### src/design/fijm_pkg.sv
// fijm_pkg: shared types and constants of the frame interval jitter monitor
// controller states, command and status groups, register codes, reset values
// no dependencies
package fijm_pkg;

   localparam int DATA_W      = 32;
   localparam int SUM_W       = 48;
   localparam int CFG_W       = 20;
   localparam int COUNT_OUT_W = 11;
   localparam int CSR_IDX_W   = 1;

   localparam logic [CSR_IDX_W-1:0] CSR_FRAME_PERIOD = 1'b0;
   localparam logic [CSR_IDX_W-1:0] CSR_WARN_THRESH  = 1'b1;

   localparam logic [CFG_W-1:0]  FRAME_PERIOD_RST = 20'd10000;
   localparam logic [CFG_W-1:0]  WARN_THRESH_RST  = 20'd1000;
   localparam logic [DATA_W-1:0] JIT_MIN_START    = 32'h000F_FFFF;

   typedef enum logic [2:0] {
      ST_IDLE,
      ST_DECODE,
      ST_RECORD,
      ST_JIT_MAX,
      ST_JIT_REC,
      ST_DIVIDE,
      ST_DELIVER
   } fijm_state_type;

   typedef struct packed {
      logic capture;
      logic first_arr;
      logic calc_iv;
      logic rec_iv;
      logic calc_jmax;
      logic rec_jit;
      logic div_start;
      logic load_out;
   } fijm_cmd_type;

   typedef struct packed {
      logic eot;
      logic full;
      logic started;
      logic count_ge2;
      logic div_done;
      logic out_free;
   } fijm_stat_type;

endpackage

### src/design/fijm_div.sv
// fijm_div: restoring divider, one quotient bit per cycle
// standalone, used by fijm_dp for the report average
module fijm_div #(
   parameter int DIVIDEND_W = 48,
   parameter int DIVISOR_W  = 11
) (
   input  logic                  clock,
   input  logic                  reset,
   input  logic                  start,
   input  logic [DIVIDEND_W-1:0] dividend,
   input  logic [DIVISOR_W-1:0]  divisor,
   output logic [DIVIDEND_W-1:0] quotient,
   output logic                  done
);
   localparam int SW = $clog2(DIVIDEND_W);
   localparam logic [SW-1:0] LAST_STEP = SW'(DIVIDEND_W - 1);

   logic [DIVISOR_W-1:0]  rem_ff, rem_in, divisor_ff;
   logic [DIVIDEND_W-1:0] quo_ff, quo_in;
   logic [SW-1:0]         step_ff;
   logic                  busy_ff, done_ff;
   logic [DIVISOR_W:0]    trial, diff;
   logic                  fits;

   always_comb begin
      trial  = {rem_ff, quo_ff[DIVIDEND_W-1]};
      fits   = trial >= {1'b0, divisor_ff};
      diff   = trial - {1'b0, divisor_ff};
      rem_in = fits ? diff[DIVISOR_W-1:0] : trial[DIVISOR_W-1:0];
      quo_in = {quo_ff[DIVIDEND_W-2:0], fits};
   end

   always_ff @(posedge clock) begin
      if (reset) begin
         busy_ff <= 1'b0;
         done_ff <= 1'b0;
         step_ff <= '0;
      end else if (start) begin
         rem_ff     <= '0;
         quo_ff     <= dividend;
         divisor_ff <= divisor;
         step_ff    <= '0;
         busy_ff    <= 1'b1;
         done_ff    <= 1'b0;
      end else if (busy_ff) begin
         rem_ff  <= rem_in;
         quo_ff  <= quo_in;
         step_ff <= step_ff + SW'(1);
         if (step_ff == LAST_STEP) begin
            busy_ff <= 1'b0;
            done_ff <= 1'b1;
         end
      end
   end

   assign quotient = quo_ff;
   assign done     = done_ff;
endmodule

### src/design/fijm_ctrl.sv
// fijm_ctrl: sequencer of the frame interval jitter monitor
// depends on fijm_pkg for states, commands and status
module fijm_ctrl (
   input  logic                   clock,
   input  logic                   reset,
   input  logic                   req_valid,
   output logic                   req_stall,
   input  fijm_pkg::fijm_stat_type stat,
   output fijm_pkg::fijm_cmd_type  cmd
);
   import fijm_pkg::*;

   fijm_state_type state_ff, state_in;

   always_ff @(posedge clock) begin
      if (reset) begin
         state_ff <= ST_IDLE;
      end else begin
         state_ff <= state_in;
      end
   end

   always_comb begin
      state_in = state_ff;
      case (state_ff)
         ST_IDLE: begin
            if (req_valid) state_in = ST_DECODE;
         end
         ST_DECODE: begin
            if (stat.eot) begin
               state_in = stat.count_ge2 ? ST_DIVIDE : ST_DELIVER;
            end else if (stat.full || !stat.started) begin
               state_in = ST_DELIVER;
            end else begin
               state_in = ST_RECORD;
            end
         end
         ST_RECORD:  state_in = ST_JIT_MAX;
         ST_JIT_MAX: state_in = ST_JIT_REC;
         ST_JIT_REC: state_in = ST_DELIVER;
         ST_DIVIDE: begin
            if (stat.div_done) state_in = ST_DELIVER;
         end
         ST_DELIVER: begin
            if (stat.out_free) state_in = ST_IDLE;
         end
         default: state_in = ST_IDLE;
      endcase
   end

   always_comb begin
      cmd       = '0;
      req_stall = 1'b1;
      case (state_ff)
         ST_IDLE: begin
            req_stall   = 1'b0;
            cmd.capture = req_valid;
         end
         ST_DECODE: begin
            if (stat.eot) begin
               cmd.div_start = stat.count_ge2;
            end else if (!stat.full) begin
               cmd.first_arr = !stat.started;
               cmd.calc_iv   = stat.started;
            end
         end
         ST_RECORD:  cmd.rec_iv    = 1'b1;
         ST_JIT_MAX: cmd.calc_jmax = 1'b1;
         ST_JIT_REC: cmd.rec_jit   = 1'b1;
         ST_DIVIDE:  cmd           = '0;
         ST_DELIVER: cmd.load_out  = stat.out_free;
         default:    cmd           = '0;
      endcase
   end
endmodule

### src/design/fijm_dp.sv
// fijm_dp: statistics registers, jitter arithmetic, config and result word
// depends on fijm_pkg and fijm_div
module fijm_dp #(
   parameter int MAX_INTERVALS = 1024
) (
   input  logic                                  clock,
   input  logic                                  reset,
   input  fijm_pkg::fijm_cmd_type                cmd,
   output fijm_pkg::fijm_stat_type               stat,
   input  logic                                  csr_wr_en,
   input  logic [fijm_pkg::CSR_IDX_W-1:0]        csr_index,
   input  logic [fijm_pkg::CFG_W-1:0]            csr_wdata,
   input  logic [fijm_pkg::DATA_W-1:0]           req_arrival_usec,
   input  logic                                  req_end_of_test,
   input  logic                                  rsp_stall,
   output logic                                  rsp_valid,
   output logic [fijm_pkg::DATA_W-1:0]           rsp_interval_usec,
   output logic [fijm_pkg::DATA_W-1:0]           rsp_min_interval,
   output logic [fijm_pkg::DATA_W-1:0]           rsp_max_interval,
   output logic [fijm_pkg::DATA_W-1:0]           rsp_min_jitter,
   output logic [fijm_pkg::DATA_W-1:0]           rsp_max_jitter,
   output logic [fijm_pkg::DATA_W-1:0]           rsp_avg_jitter,
   output logic [fijm_pkg::COUNT_OUT_W-1:0]      rsp_interval_count,
   output logic                                  rsp_interval_warn,
   output logic                                  rsp_jitter_warn,
   output logic                                  rsp_no_frames_error,
   output logic                                  rsp_store_full,
   output logic                                  rsp_is_report
);
   import fijm_pkg::*;

   localparam int CW = $clog2(MAX_INTERVALS + 1);
   localparam logic [CW-1:0] COUNT_LIMIT = CW'(MAX_INTERVALS);

   logic [CFG_W-1:0]  period_ff, thresh_ff;
   logic [DATA_W-1:0] t_ff, prev_arr_ff, prev_int_ff, iv_ff;
   logic [DATA_W-1:0] min_int_ff, max_int_ff, min_jit_ff, max_jit_ff;
   logic [DATA_W-1:0] j1_ff, j2_ff, j_ff;
   logic [SUM_W-1:0]  sum_ff;
   logic [CW-1:0]     count_ff, count_inc, count_less1;
   logic              eot_ff, started_ff, full_ff, iv_valid_ff, jit_en_ff;
   logic              out_valid_ff, out_free;
   logic [DATA_W-1:0] period_x, thresh_x, j1_calc, j2_calc, spread;
   logic [SUM_W-1:0]  quotient;
   logic              div_done, has_iv, clear_test;
   logic [CW+COUNT_OUT_W-1:0] count_wide;

   logic [DATA_W-1:0]      o_iv_ff, o_min_int_ff, o_max_int_ff;
   logic [DATA_W-1:0]      o_min_jit_ff, o_max_jit_ff, o_avg_ff;
   logic [COUNT_OUT_W-1:0] o_count_ff;
   logic                   o_iwarn_ff, o_jwarn_ff, o_nof_ff, o_full_ff, o_rep_ff;

   assign period_x    = {{(DATA_W-CFG_W){1'b0}}, period_ff};
   assign thresh_x    = {{(DATA_W-CFG_W){1'b0}}, thresh_ff};
   assign count_inc   = count_ff + CW'(1);
   assign count_less1 = count_ff - CW'(1);
   assign j1_calc     = (iv_ff >= prev_int_ff) ? iv_ff - prev_int_ff : prev_int_ff - iv_ff;
   assign j2_calc     = (period_x >= iv_ff) ? period_x - iv_ff : iv_ff - period_x;
   assign spread      = max_int_ff - min_int_ff;
   assign has_iv      = count_ff != '0;
   assign count_wide  = {{COUNT_OUT_W{1'b0}}, count_ff};
   assign out_free    = !out_valid_ff || !rsp_stall;
   assign clear_test  = cmd.load_out && eot_ff;

   fijm_div #(
      .DIVIDEND_W (SUM_W),
      .DIVISOR_W  (CW)
   ) u_div (
      .clock    (clock),
      .reset    (reset),
      .start    (cmd.div_start),
      .dividend (sum_ff),
      .divisor  (count_less1),
      .quotient (quotient),
      .done     (div_done)
   );

   // configuration
   always_ff @(posedge clock) begin
      if (reset) begin
         period_ff <= FRAME_PERIOD_RST;
         thresh_ff <= WARN_THRESH_RST;
      end else if (csr_wr_en) begin
         case (csr_index)
            CSR_FRAME_PERIOD: period_ff <= csr_wdata;
            CSR_WARN_THRESH:  thresh_ff <= csr_wdata;
            default:          period_ff <= period_ff;
         endcase
      end
   end

   // input word and per-item scratch
   always_ff @(posedge clock) begin
      if (cmd.capture) begin
         t_ff   <= req_arrival_usec;
         eot_ff <= req_end_of_test;
      end
      if (cmd.calc_iv) iv_ff <= t_ff - prev_arr_ff;
      if (cmd.rec_iv) begin
         j1_ff <= j1_calc;
         j2_ff <= j2_calc;
      end
      if (cmd.calc_jmax) j_ff <= (j1_ff > j2_ff) ? j1_ff : j2_ff;
   end

   // test statistics
   always_ff @(posedge clock) begin
      if (reset || clear_test) begin
         started_ff  <= 1'b0;
         prev_arr_ff <= '0;
         prev_int_ff <= '0;
         count_ff    <= '0;
         min_int_ff  <= '0;
         max_int_ff  <= '0;
         min_jit_ff  <= JIT_MIN_START;
         max_jit_ff  <= '0;
         sum_ff      <= '0;
         full_ff     <= 1'b0;
         iv_valid_ff <= 1'b0;
         jit_en_ff   <= 1'b0;
      end else begin
         if (cmd.capture) iv_valid_ff <= 1'b0;
         if (cmd.first_arr) begin
            started_ff  <= 1'b1;
            prev_arr_ff <= t_ff;
            min_int_ff  <= period_x;
         end
         if (cmd.rec_iv) begin
            prev_arr_ff <= t_ff;
            prev_int_ff <= iv_ff;
            if (iv_ff < min_int_ff) min_int_ff <= iv_ff;
            if (iv_ff > max_int_ff) max_int_ff <= iv_ff;
            jit_en_ff   <= has_iv;
            count_ff    <= count_inc;
            full_ff     <= count_inc >= COUNT_LIMIT;
            iv_valid_ff <= 1'b1;
         end
         // jitter only from the second interval on
         if (cmd.rec_jit && jit_en_ff) begin
            if (j_ff < min_jit_ff) min_jit_ff <= j_ff;
            if (j_ff > max_jit_ff) max_jit_ff <= j_ff;
            sum_ff <= sum_ff + {{(SUM_W-DATA_W){1'b0}}, j_ff};
         end
      end
   end

   // result word
   always_ff @(posedge clock) begin
      if (reset) begin
         out_valid_ff <= 1'b0;
      end else if (cmd.load_out) begin
         out_valid_ff <= 1'b1;
      end else if (!rsp_stall) begin
         out_valid_ff <= 1'b0;
      end
   end

   always_ff @(posedge clock) begin
      if (cmd.load_out) begin
         o_iv_ff      <= iv_valid_ff ? iv_ff : '0;
         o_min_int_ff <= min_int_ff;
         o_max_int_ff <= max_int_ff;
         o_min_jit_ff <= min_jit_ff;
         o_max_jit_ff <= max_jit_ff;
         o_avg_ff     <= (eot_ff && count_ff >= CW'(2)) ? quotient[DATA_W-1:0] : '0;
         o_count_ff   <= count_wide[COUNT_OUT_W-1:0];
         o_iwarn_ff   <= eot_ff && has_iv && (spread >= thresh_x);
         o_jwarn_ff   <= eot_ff && has_iv && (max_jit_ff >= thresh_x);
         o_nof_ff     <= eot_ff && !has_iv;
         o_full_ff    <= full_ff;
         o_rep_ff     <= eot_ff;
      end
   end

   always_comb begin
      stat.eot       = eot_ff;
      stat.full      = full_ff;
      stat.started   = started_ff;
      stat.count_ge2 = count_ff >= CW'(2);
      stat.div_done  = div_done;
      stat.out_free  = out_free;
   end

   assign rsp_valid           = out_valid_ff;
   assign rsp_interval_usec   = o_iv_ff;
   assign rsp_min_interval    = o_min_int_ff;
   assign rsp_max_interval    = o_max_int_ff;
   assign rsp_min_jitter      = o_min_jit_ff;
   assign rsp_max_jitter      = o_max_jit_ff;
   assign rsp_avg_jitter      = o_avg_ff;
   assign rsp_interval_count  = o_count_ff;
   assign rsp_interval_warn   = o_iwarn_ff;
   assign rsp_jitter_warn     = o_jwarn_ff;
   assign rsp_no_frames_error = o_nof_ff;
   assign rsp_store_full      = o_full_ff;
   assign rsp_is_report       = o_rep_ff;
endmodule

### src/design/frame_interval_jitter_monitor.sv
// Frame interval and jitter monitor. Each request word is a frame arrival time
// in microseconds or an end-of-test request, and each gives one response word.
// An arrival goes from decode straight to deliver when it is the first of a
// test, is ignored or the store is full; when it records an interval, the
// interval subtract, the absolute differences, their maximum and the jitter
// update run in separate controller steps before deliver. A report goes
// straight to deliver, or first through the bit-serial average divider
// (48 divider steps) when it has two or more intervals.
// The controller returns to idle as the response is loaded.
// A new request is taken while the previous response still waits on rsp_stall;
// it is held only if it finishes first.
// The report clears all statistics; configuration is kept.
// depends on fijm_pkg, fijm_ctrl, fijm_dp
module frame_interval_jitter_monitor #(
   parameter int MAX_INTERVALS = 1024
) (
   input  logic                              clock,
   input  logic                              reset,
   input  logic                              csr_wr_en,
   input  logic [fijm_pkg::CSR_IDX_W-1:0]    csr_index,
   input  logic [fijm_pkg::CFG_W-1:0]        csr_wdata,
   input  logic                              req_valid,
   output logic                              req_stall,
   input  logic [fijm_pkg::DATA_W-1:0]       req_arrival_usec,
   input  logic                              req_end_of_test,
   output logic                              rsp_valid,
   input  logic                              rsp_stall,
   output logic [fijm_pkg::DATA_W-1:0]       rsp_interval_usec,
   output logic [fijm_pkg::DATA_W-1:0]       rsp_min_interval,
   output logic [fijm_pkg::DATA_W-1:0]       rsp_max_interval,
   output logic [fijm_pkg::DATA_W-1:0]       rsp_min_jitter,
   output logic [fijm_pkg::DATA_W-1:0]       rsp_max_jitter,
   output logic [fijm_pkg::DATA_W-1:0]       rsp_avg_jitter,
   output logic [fijm_pkg::COUNT_OUT_W-1:0]  rsp_interval_count,
   output logic                              rsp_interval_warn,
   output logic                              rsp_jitter_warn,
   output logic                              rsp_no_frames_error,
   output logic                              rsp_store_full,
   output logic                              rsp_is_report
);
   import fijm_pkg::*;

   fijm_cmd_type  cmd;
   fijm_stat_type stat;

   fijm_ctrl u_ctrl (
      .clock     (clock),
      .reset     (reset),
      .req_valid (req_valid),
      .req_stall (req_stall),
      .stat      (stat),
      .cmd       (cmd)
   );

   fijm_dp #(
      .MAX_INTERVALS (MAX_INTERVALS)
   ) u_dp (
      .clock               (clock),
      .reset               (reset),
      .cmd                 (cmd),
      .stat                (stat),
      .csr_wr_en           (csr_wr_en),
      .csr_index           (csr_index),
      .csr_wdata           (csr_wdata),
      .req_arrival_usec    (req_arrival_usec),
      .req_end_of_test     (req_end_of_test),
      .rsp_stall           (rsp_stall),
      .rsp_valid           (rsp_valid),
      .rsp_interval_usec   (rsp_interval_usec),
      .rsp_min_interval    (rsp_min_interval),
      .rsp_max_interval    (rsp_max_interval),
      .rsp_min_jitter      (rsp_min_jitter),
      .rsp_max_jitter      (rsp_max_jitter),
      .rsp_avg_jitter      (rsp_avg_jitter),
      .rsp_interval_count  (rsp_interval_count),
      .rsp_interval_warn   (rsp_interval_warn),
      .rsp_jitter_warn     (rsp_jitter_warn),
      .rsp_no_frames_error (rsp_no_frames_error),
      .rsp_store_full      (rsp_store_full),
      .rsp_is_report       (rsp_is_report)
   );

   // one word in flight: the block is busy right after taking a request
   a_busy_after_accept: assert property (@(posedge clock) disable iff (reset)
      req_valid && !req_stall |=> req_stall)
      else $error("request taken while a word was still in flight");

   // no-frames error only on an empty report
   a_nof_report: assert property (@(posedge clock) disable iff (reset)
      rsp_valid && rsp_no_frames_error |->
         rsp_is_report && rsp_interval_count == '0 && !rsp_interval_warn && !rsp_jitter_warn)
      else $error("no-frames error on a non-empty or non-report word");

   // average is only carried by reports
   a_avg_report: assert property (@(posedge clock) disable iff (reset)
      rsp_valid && !rsp_is_report |-> rsp_avg_jitter == '0 && !rsp_interval_warn)
      else $error("report fields set on an arrival word");
endmodule
### config.mk
export PLATFORM = sky130hd
export DESIGN_NAME = frame_interval_jitter_monitor
export DESIGN_NICKNAME = d
export VERILOG_FILES = /design/src/design/fijm_pkg.sv /design/src/design/fijm_div.sv /design/src/design/fijm_ctrl.sv /design/src/design/fijm_dp.sv /design/src/design/frame_interval_jitter_monitor.sv
export SDC_FILE = /design/constraint.sdc
export NUM_CORES = 2
export LEC_CHECK = 0
export BUFFER_PORTS_ARGS = -buffer_cell sky130_fd_sc_hd__clkbuf_2
export CAP_MARGIN = 5
export CORE_AREA = 5 5 258 260
export CTS_BUF_LIST = sky130_fd_sc_hd__clkbuf_8
export CTS_CLUSTER_DIAMETER = 150
export DETAILED_ROUTE_END_ITERATION = 10
export DIE_AREA = 0 0 263 265
export PLACE_DENSITY = 0.95
export SKIP_LAST_GASP = 1
export SLEW_MARGIN = 0
export SYNTH_ARGS = -nofsm -noshare
export SYNTH_HDL_FRONTEND = slang
export SYNTH_SLANG_ARGS = --single-unit
### constraint.sdc
create_clock -name clock -period 22.5 [get_ports clock]
set_clock_uncertainty 0.2 [all_clocks]
set_input_delay 1.125 -clock clock [delete_from_list [all_inputs] [get_ports clock]]
set_output_delay 1.125 -clock clock [all_outputs]
set_load 0.05 [all_outputs]
==> reports/results.ini <==
[floorplanning]
floorplan.die_area_sq_um=69700
ios=269
width_of_the_die_microns=263
fp.dieH_microns=265
initial_core_util=0.664
core_sq_um=63900
site_rows=93

[grt]
grt_pass1_wl_microns=187000
via_count_of_the_first_global_routing_pass=34899
grt_max_degree=90
initial_antenna_violation_count=8
grt_overflow=0
grtUsageTotal=0.331

[cts]
clk_path_buf_depth=3
numClockSinks=746
postCtsSetupBuffers=0
cts_tree=done
clk_latency_ns=0.80
cts.clk_slew.worst_paths_ns=0.07
ctsRootBufferMaster=clkbuf_8
cts_buffers=118
cts_hold_buf=0
postCtsResizedCells=0
cts.htree.levels=3

[flow_run]
max_cap_viols=0

[hold_path]
hp-class=reg -> reg
holdCritStartpoint=u_dp.prev_arr_ff[30]

[place]
placement.io_buffers=268
dp_hpwl_microns=86200
place_congestion=1.01

[critical_path]
critPathLaunch=u_dp.iv_ff[18]
crit_path_end_kind=flip-flop
cpMaxStageDelayCell=edfxtp_1
critical_path_required_ns=22.79
cpMostUsedCell=nand2_1
cp_cell_sequence=inv_1 -> ha_1 -> nand2_1 -> nor2_1 -> nand2_1 -> a2111oi_2 -> or3_1 -> buf_4 -> mux2i_1 -> o31ai_2 -> a21oi_1 -> o21ai_1 -> xnor2_1
crit_fanout=17
r2r_start=u_dp.iv_ff[18]
type_of_the_worst_setup_path=reg -> reg
cp_top_family=simple AND/OR/NAND/NOR gates
crit_path_start_kind=flip-flop
buffer_and_inverter_count_on_the_worst_path=2
timing.critical_path.arrival_ns=4.92
cp_slowest_stage_delay_ns=0.57

[power]
power_switching_share=0.327
power_share_of_the_combinational_group=0.256
p_sw_w=0.00125
vdd_drop_max_v=0.0000613
power.internal_w=0.00258
cellLeakagePower_nw=20.2
power.sequential.fraction=0.426
clk_network_pwr_share=0.318
cellPowerDensity_nw_per_um2=81.6

[detailed_routing]
detailedRoute.firstPassIterationCount=6
wirelength_microns=120000
drcViolationCount=0
avgRoutedWirePerCell_microns=21.3
routed-via-count=35168
detailed_router_s_first_iteration_violation_count=3840
ant_nets=0
vias_per_cell=6.25

[timing]
max-slew-margin-rel=0.185
fin_crit_sh=0.206
grt_setup_unrepaired=false
timing.final.setup_violations=0
setup_tns_ns=0
final_hold_viol_count=0
worst_slew_pin_slew_ns=1.22
maximum_clock_frequency_ghz=0.216
final-max-slew-violation-count=0
finalWorstPathRequiredPeriod_ns=4.63

[yosys]
number_of_enable_flip_flop_cells_after_synthesis=439
syn-instance-count=4411
synth_top_area_cell=edfxtp_1
synth_warnings=0
synth.ff_latch_count=746
yosysTopAreaCellShare=0.311
netlist_area_sq_um=42400
mean_area_per_synthesized_cell_sq_um=9.62
synth.top_cells.by_area=edfxtp_1, dfxtp_1, ha_1
seq_area_frac_synth=0.456
synth_top_flop_cell=edfxtp_1
post_syn_nets=4889
synth.distinct_cells=80
proportion_of_register_bits_with_asynchronous_set_or_reset_after_synthesis=0

[layout]
area.sequential_sq_um=19300
multiInputGateArea_sq_um=21100
post_route_cells_drive_above_1_share=0.115
layout_common_cells=nand2_1, edfxtp_1, ha_1, inv_1, a21oi_1
area_delta_synth_final_pct=10.7
final.fill_count=4168
layout.cells.most_common=nand2_1
nets=5133
fin_util=0.735

[outcome]
run_status=completed

## worst paths after layout
path | to | slack [ns] | depth (start not counted)
worst min register to register | u_dp.prev_arr_ff[30] | 0.25 | 2
worst max-delay path | u_dp.j2_ff[24] | 17.87 | 13
worst max register to register | u_dp.j2_ff[24] | 17.87 | 13
worst min-delay path | u_dp.prev_arr_ff[30] | 0.25 | 2
## worst register-to-register path: cells and delay by family, from the launching register on
family | cells | cell delay [ns]
simple gates | 4 | 1.18
compound gates | 4 | 0.88
flops | 1 | 0.57
mux | 1 | 0.41
fa+ha+maj | 1 | 0.48
xor+xnor | 1 | 0.13
buf+inv | 2 | 0.50
## cell families after synthesis
group	Yosys count	share of synthesized area
muxes	165	0.0400
DFF	746	0.456
buffers and inverters	543	0.0491
AOI/OAI and AO/OA	1023	0.152
adders and majority gates	419	0.125
xor gates and xnor gates	167	0.0345
and+or+nand+nor	1348	0.144
## flip-flops by register name, indices dropped and copies added (netlist names), 20 cells and up
register                flops
u_dp.rsp_min_interval      32
u_dp.rsp_max_jitter        32
u_dp.j2_ff                 32
u_dp.max_int_ff            32
u_dp.period_ff             20
u_dp.thresh_ff             20
u_dp.min_int_ff            32
u_dp.t_ff                  32
u_dp.prev_int_ff           32
u_dp.min_jit_ff            32
u_dp.iv_ff                 32
u_dp.max_jit_ff            32
u_dp.rsp_min_jitter        32
u_dp.sum_ff                48
u_dp.prev_arr_ff           32
u_dp.j1_ff                 32
u_dp.u_div.quotient        48
u_dp.j_ff                  32
u_dp.rsp_avg_jitter        32
u_dp.rsp_interval_usec     32
u_dp.rsp_max_interval      32
## synth_stat cells (all sizes together) (7+ instances only)
library cell  number
nor3              50
and3              41
nor2b             40
a21o             147
o41ai              7
a21oi            397
o2111ai            7
mux2              36
mux2i            129
o31ai             18
nand4             66
nand3             64
o21bai            37
and4               7
buf               27
o21ai            156
ha               411
nand2b            36
dfxtp            307
o211ai            25
a31oi             26
nand2            562
nand3b            10
nor4              13
and2              84
fa                 8
edfxtp           439
a21boi            19
xnor2             91
nor2             338
a211o             11
a211oi            53
xor2              76
o21a              56
clkbuf           143
or3               20
a221o              9
inv              373
## final cells by class
class                      instances  area share
antenna                            8    0.000426
clock buffer                     138      0.0404
clock inverter                    88      0.0130
inverter                         373      0.0298
multi-input combinational       3122       0.449
sequential                       746       0.412
tap                              855      0.0228
timing repair buffer             294      0.0327
## power by group through the flow
stage / clock network [W] / logic (W) / registers, W
6_report: 0.00122 / 0.000979 / 0.00163
4_1_cts: 0.00123 / 0.000960 / 0.00163
5_1_grt: 0.00129 / 0.00107 / 0.00164
3_5_place_dp: 0 / 0.000943 / 0.00166
3_3_place_gp: 0 / 0.000914 / 0.00165
2_1_floorplan: 0 / 0.000674 / 0.00168
## routing by layer
| metal | up-vias | GRT usage | wire length, microns |
|---|---|---|---|
| met2 | 2019 | 0.560 | 57100 |
| met1 | 16639 | 0.408 | 45100 |
| met4 | 8 | 0.163 | 6310 |
| met5 | - | 0 | 46 |
| li1 | 16066 | - | - |
| met3 | 436 | 0.0652 | 11200 |
## through the flow
step	setup slack (ns)	hold WS [ns]	area, sq um	total power (W)	instances
final	17.87	0.254	47000	0.00383	5624
after global routing	17.61	0.271	46900	0.00400	5616
after CTS	17.96	0.254	46900	0.00382	5616
after detailed placement	17.98	0.241	44400	0.00260	5390
after global placement	18.07	0.237	44400	0.00256	5390
after floorplan	8.34	0.206	42400	0.00235	4411
Power figures use the tool's default switching activity.
